==> src/rtl/cdq_pkg.sv <==
// ----------------------------------------------------------------------------
// cdq_pkg
// Shared types and constants of the circular double-ended queue unit.
// ----------------------------------------------------------------------------
`default_nettype none

package cdq_pkg;

   localparam int WORD_W  = 32;
   localparam int DEPTH_W = 11;
   localparam int MODE_W  = 3;

   localparam logic [DEPTH_W-1:0] DEPTH_RESET = 11'd1024;

   // Request mode codes. Codes five to seven change nothing and answer ok = 0.
   localparam logic [MODE_W-1:0] MODE_QUERY      = 3'd0;
   localparam logic [MODE_W-1:0] MODE_PUSH_FRONT = 3'd1;
   localparam logic [MODE_W-1:0] MODE_PUSH_BACK  = 3'd2;
   localparam logic [MODE_W-1:0] MODE_POP_FRONT  = 3'd3;
   localparam logic [MODE_W-1:0] MODE_POP_BACK   = 3'd4;

   localparam logic signed [WORD_W-1:0] EMPTY_WORD = -32'sd1;

   typedef logic signed [WORD_W-1:0] word_type;

   typedef struct packed {
      logic [MODE_W-1:0] mode;
      word_type          value;
   } req_type;

   typedef struct packed {
      logic     ok;
      word_type front_value;
      word_type back_value;
      logic     is_empty;
      logic     is_full;
   } rsp_type;

   // Per-operation status from the pointer logic.
   typedef struct packed {
      logic wr_en;
      logic ok;
      logic is_empty;
      logic is_full;
   } op_flags_type;

endpackage

`default_nettype wire

==> src/rtl/cdq_ptr.sv <==
// ----------------------------------------------------------------------------
// cdq_ptr
// Head index and occupancy registers, mode decode and slot address generation.
// ----------------------------------------------------------------------------
`default_nettype none

module cdq_ptr #(
   parameter int MAX_DEPTH = 1024,
   parameter int AW        = 10,
   parameter int OW        = 11
) (
   input  wire logic                         clock,
   input  wire logic                         reset,
   input  wire logic                         step,
   input  wire logic [cdq_pkg::MODE_W-1:0]   mode,
   input  wire logic [cdq_pkg::DEPTH_W-1:0]  depth,
   output cdq_pkg::op_flags_type             flags,
   output logic [AW-1:0]                     wr_addr,
   output logic [AW-1:0]                     front_addr,
   output logic [AW-1:0]                     back_addr
);

   localparam int CMPW = (OW > cdq_pkg::DEPTH_W) ? OW : cdq_pkg::DEPTH_W;
   localparam int SW   = OW + 1;

   logic [AW-1:0]   head_ff, head_in;
   logic [OW-1:0]   occ_ff, occ_in;
   logic [CMPW-1:0] depth_ext;
   logic [CMPW-1:0] eff_depth;
   logic            full_now;
   logic            empty_now;
   logic [AW-1:0]   head_prev;
   logic [AW-1:0]   head_next;

   // Ring addition of an index and a count no larger than the ring size.
   function automatic logic [AW-1:0] ring_add(input logic [AW-1:0] idx,
                                              input logic [OW-1:0] cnt);
      logic [SW-1:0] sum;
      sum = SW'(idx) + SW'(cnt);
      if (sum >= SW'(MAX_DEPTH)) begin
         sum = sum - SW'(MAX_DEPTH);
      end
      return sum[AW-1:0];
   endfunction

   always_comb begin
      depth_ext = CMPW'(depth);
      if (depth_ext == '0) begin
         eff_depth = CMPW'(1);
      end else if (depth_ext > CMPW'(MAX_DEPTH)) begin
         eff_depth = CMPW'(MAX_DEPTH);
      end else begin
         eff_depth = depth_ext;
      end
   end

   assign full_now  = CMPW'(occ_ff) >= eff_depth;
   assign empty_now = occ_ff == '0;
   assign head_prev = (head_ff == '0) ? AW'(MAX_DEPTH - 1) : head_ff - AW'(1);
   assign head_next = (SW'(head_ff) + SW'(1) >= SW'(MAX_DEPTH)) ? '0 : head_ff + AW'(1);

   always_comb begin
      head_in     = head_ff;
      occ_in      = occ_ff;
      flags.wr_en = 1'b0;
      flags.ok    = 1'b0;
      wr_addr     = head_prev;
      case (mode)
         cdq_pkg::MODE_QUERY: begin
            flags.ok = 1'b1;
         end
         cdq_pkg::MODE_PUSH_FRONT: begin
            if (!full_now) begin
               head_in     = head_prev;
               occ_in      = occ_ff + OW'(1);
               flags.wr_en = 1'b1;
               flags.ok    = 1'b1;
            end
         end
         cdq_pkg::MODE_PUSH_BACK: begin
            wr_addr = ring_add(head_ff, occ_ff);
            if (!full_now) begin
               occ_in      = occ_ff + OW'(1);
               flags.wr_en = 1'b1;
               flags.ok    = 1'b1;
            end
         end
         cdq_pkg::MODE_POP_FRONT: begin
            if (!empty_now) begin
               head_in  = head_next;
               occ_in   = occ_ff - OW'(1);
               flags.ok = 1'b1;
            end
         end
         cdq_pkg::MODE_POP_BACK: begin
            if (!empty_now) begin
               occ_in   = occ_ff - OW'(1);
               flags.ok = 1'b1;
            end
         end
         default: begin
            flags.ok = 1'b0;
         end
      endcase
      flags.is_empty = occ_in == '0;
      flags.is_full  = CMPW'(occ_in) >= eff_depth;
      front_addr     = head_in;
      back_addr      = ring_add(head_in, (occ_in == '0) ? '0 : occ_in - OW'(1));
   end

   always_ff @(posedge clock) begin
      if (reset) begin
         head_ff <= '0;
         occ_ff  <= '0;
      end else if (step) begin
         head_ff <= head_in;
         occ_ff  <= occ_in;
      end
   end

endmodule

`default_nettype wire

==> config.mk <==
export PLATFORM = sky130hd
export DESIGN_NAME = cdq_ptr
export DESIGN_NICKNAME = d
export VERILOG_FILES = /design/src/rtl/cdq_pkg.sv /design/src/rtl/cdq_ptr.sv
export SDC_FILE = /design/constraint.sdc
export NUM_CORES = 1
export LEC_CHECK = 0
export BUFFER_PORTS_ARGS = -buffer_cell sky130_fd_sc_hd__buf_2
export CAP_MARGIN = 10
export CORE_MARGIN = 2
export CORE_UTILIZATION = 25
export DETAILED_ROUTE_END_ITERATION = 16
export GPL_TIMING_DRIVEN = 1
export SKIP_LAST_GASP = 1
export SLEW_MARGIN = 10
export SYNTH_ARGS = -nofsm -noshare
export SYNTH_HDL_FRONTEND = slang
export SYNTH_SLANG_ARGS = --single-unit
==> constraint.sdc <==
create_clock -name clock -period 12.1 [get_ports clock]
set_input_delay 1.21 -clock clock [delete_from_list [all_inputs] [get_ports clock]]
set_output_delay 1.21 -clock clock [all_outputs]
set_load 0.02 [all_outputs]
==> flow_summary.yaml <==
cells_and_area:
  diodes: 0
  area_growth_pct: 12.0
  final_common_cell: "nor2_1"
  layout-drive-gt1-share: 0.120
  fin_nets: 632
  layout_common_cells: "nor2_1, buf_2, ha_1"
  multi_input_area_um2: 3200
  fin_cells: 754
  seq_area_um2: 420
  nFillCells: 1674
routing:
  viasPerCell: 5.38
  num_vias: 4059
  antenna_left: 0
  drt_iter0_markers: 293
  wl_per_cell_um: 16.3
  routed_wl_um: 12300
  drc_errors: 0
  dr.pass1.iters: 5
clock_network:
  clk_pin_slew_ns: 0.06
  cts.repair.resized: 0
  clk_latency_ns: 0.26
  numCtsBuffers: 3
  cts.sinks: 21
  root_buffer: "clkbuf_16"
  post_cts_buffers: 0
  cts_tree: "done"
  cts_buffer_depth: 2
  hold_buffers: 0
  cts_max_level: 1
power:
  cellLeakagePower_nw: 1.84
  cellPowerDensity_nw_per_um2: 140
  peakVddDrop_mv: 0.0795
sta:
  rsz0062_at_grt: "false"
  slew_headroom: 0.414
  finalCriticalPeriod_ns: 8.28
  setup_viol: 0
  fmax_mhz: 121
  tightest_slew_ns: 0.873
  final_hold_viol_count: 0
  fin_ws_ns: 3.82
  skew_ns: 0.00657
  tns_ns: 0
  finalCritPeriodShare: 0.684
  slew_viol_final: 0
placed_design:
  placed_cells: 750
  place.gp.congestion: 0.897
  pre_cts_ws_ns: 3.80
  hpwl_um: 9790
  port_buffers: 50
critical_path:
  cp-start-kind: "input pin"
  end_kind: "output pin"
  rrSetupSlack_ns: 8.59
  crit_arrival_ns: 7.07
  r2r-start: "occ_ff[1]"
  cp.required_ns: 10.89
  r2r_end: "head_ff[6]"
  reg2reg_depth: 10
  cp_max_fo: 8
  critPathKind: "input pin to output pin"
global_routing:
  antenna_found_initial: 0
  grt_pass1_wl_um: 19900
  grt_pass1_vias: 3644
  grt_overflow: 0
  grt_usage: 0.151
  grt_start_max_net_pins: 30
synthesis:
  avgSynthCellArea_um2: 7.13
  synth_edf_count: 0
  synthCells: 540
  synth_fp_nets: 605
  synth.top_cell.area_share: 0.150
  synth_seq_cells: 21
  synthTopCellsByArea: "ha_1, dfxtp_1, nor2_1"
  yosys_warnings: 0
  synth_ff_type: "dfxtp_1"
  yosysTopAreaCell: "ha_1"
  yosysSeqAreaShare: 0.109
  synth-async-reset-ratio: 0
  synthesis.area_um2: 3850
  synth.distinct_cells: 71
floorplanning:
  die_h_um: 128
  num_rows: 45
  initial_core_util: 0.254
  num_io_pins: 51
  fp.coreArea_um2: 15100
  die-area_um2: 16400
  die_x_um: 128
status:
  run_status: "finished clean"
worst_hold_path:
  hold_path_depth: 2
  holdPathEnd: "head_ff[5]"
  hp-start: "head_ff[5]"
  hold_class: "flip-flop to flip-flop"
flow_run:
  cap_viol_max_count: 0
[cell usage after synthesis, types with 3 or more instances]
library cell and number:
nor2_1 61, o21a_1 4, nor3b_1 3, a21o_1 10, and3_1 6, dfxtp_1 21
a21oi_1 40, a31oi_1 9, o211ai_1 8, nand2_1 41, ha_1 46, nand3b_1 3
clkbuf_1 24, inv_1 30, o22ai_1 3, nand3_1 17, o21ai_0 24, nor2b_1 7
o21ai_1 4, nand4_1 8, nand2b_1 12, xnor2_1 26, buf_2 3, nor3_1 13
xor2_1 7, a211o_1 3, a221oi_1 3, mux2i_1 12, or4_1 3, or3_1 11
and2_1 5, o32a_1 4, a211oi_1 12, nor4_1 8
[final cells by class]
class | count | area share
multi-input cells | 459 | 0.742
well taps | 188 | 0.0546
inverters | 31 | 0.0270
clock inverters | 1 | 0.00174
clock buffers | 3 | 0.0174
repair buffers | 51 | 0.0598
flip-flops and latches | 21 | 0.0975
[power breakdown]
group | internal [mW] | switching [mW] | total, mW | leakage [nW]
Combinational | 0.169 | 0.267 | 0.436 | 1.63
Clock | 0.0448 | 0.0293 | 0.0742 | 0.0371
Sequential | 0.0743 | 0.0184 | 0.0927 | 0.172
[metal layers]
layer  track usage  wire length [µm]  vias up  part of all wire
met4        0.0420               212        0             0.017
met3        0.0242               984       12             0.080
met1         0.210              5580     1841              0.45
met2         0.242              5510      151              0.45
li1              -                 -     2055                 -
met5             0                 0        -                 0
[worst max-delay path, cell delays in order]
cell	delay [ns]
buf_2	0.10
nor4_1	0.28
a31oi_1	0.12
nor2_1	0.16
ha_1	0.26
nor2b_1	0.10
o21ai_0	0.18
a211o_1	0.34
nor2_1	0.40
nor2_1	0.10
xnor2_1	0.41
ha_1	0.28
nor4b_4	0.26
nand2_1	0.17
nor2_2	0.29
nor2_1	0.12
ha_1	0.29
a21o_1	0.12
a211oi_1	0.07
nor2_1	0.15
nor4_1	0.07
o41ai_1	0.66
xnor2_1	0.23
and4_1	0.24
o21ai_0	0.15
nand3_1	0.10
buf_2	0.17
[through the flow]
step / util / hold WS, ns / total power, mW / cell area, µm²
5_1_grt: 0.285 / 0.664 / 0.658 / 4310
3_3_place_gp: 0.279 / 0.614 / 0.532 / 4230
6_report: 0.285 / 0.625 / 0.603 / 4310
3_5_place_dp: 0.279 / 0.615 / 0.531 / 4230
4_1_cts: 0.285 / 0.625 / 0.608 / 4310
2_1_floorplan: - / 0.539 / 0.415 / 3850
[logic make-up after synthesis]
logic type	synth area share
DFF	0.109
buffers and inverters	0.0595
xor gates and xnor gates	0.0793
adders and majority gates	0.160
and+or+nand+nor	0.290
muxes	0.0341
AOI/OAI and AO/OA	0.268
[registers in the layout, summed over array words and instances, names as in the netlist]
| name | flops |
|---|---|
| occ_ff | 11 |
| head_ff | 10 |
[worst max path at each step]
stage | start | to | slack [ns]
after floorplan | depth[6] | back_addr[9] | 4.57
after global placement | depth[6] | back_addr[9] | 3.93
after detailed placement | depth[6] | back_addr[9] | 3.80
after CTS | depth[6] | back_addr[9] | 3.78
after global routing | depth[6] | back_addr[9] | 3.15
final | depth[6] | back_addr[9] | 3.82
(Power assumes the default switching activity.)
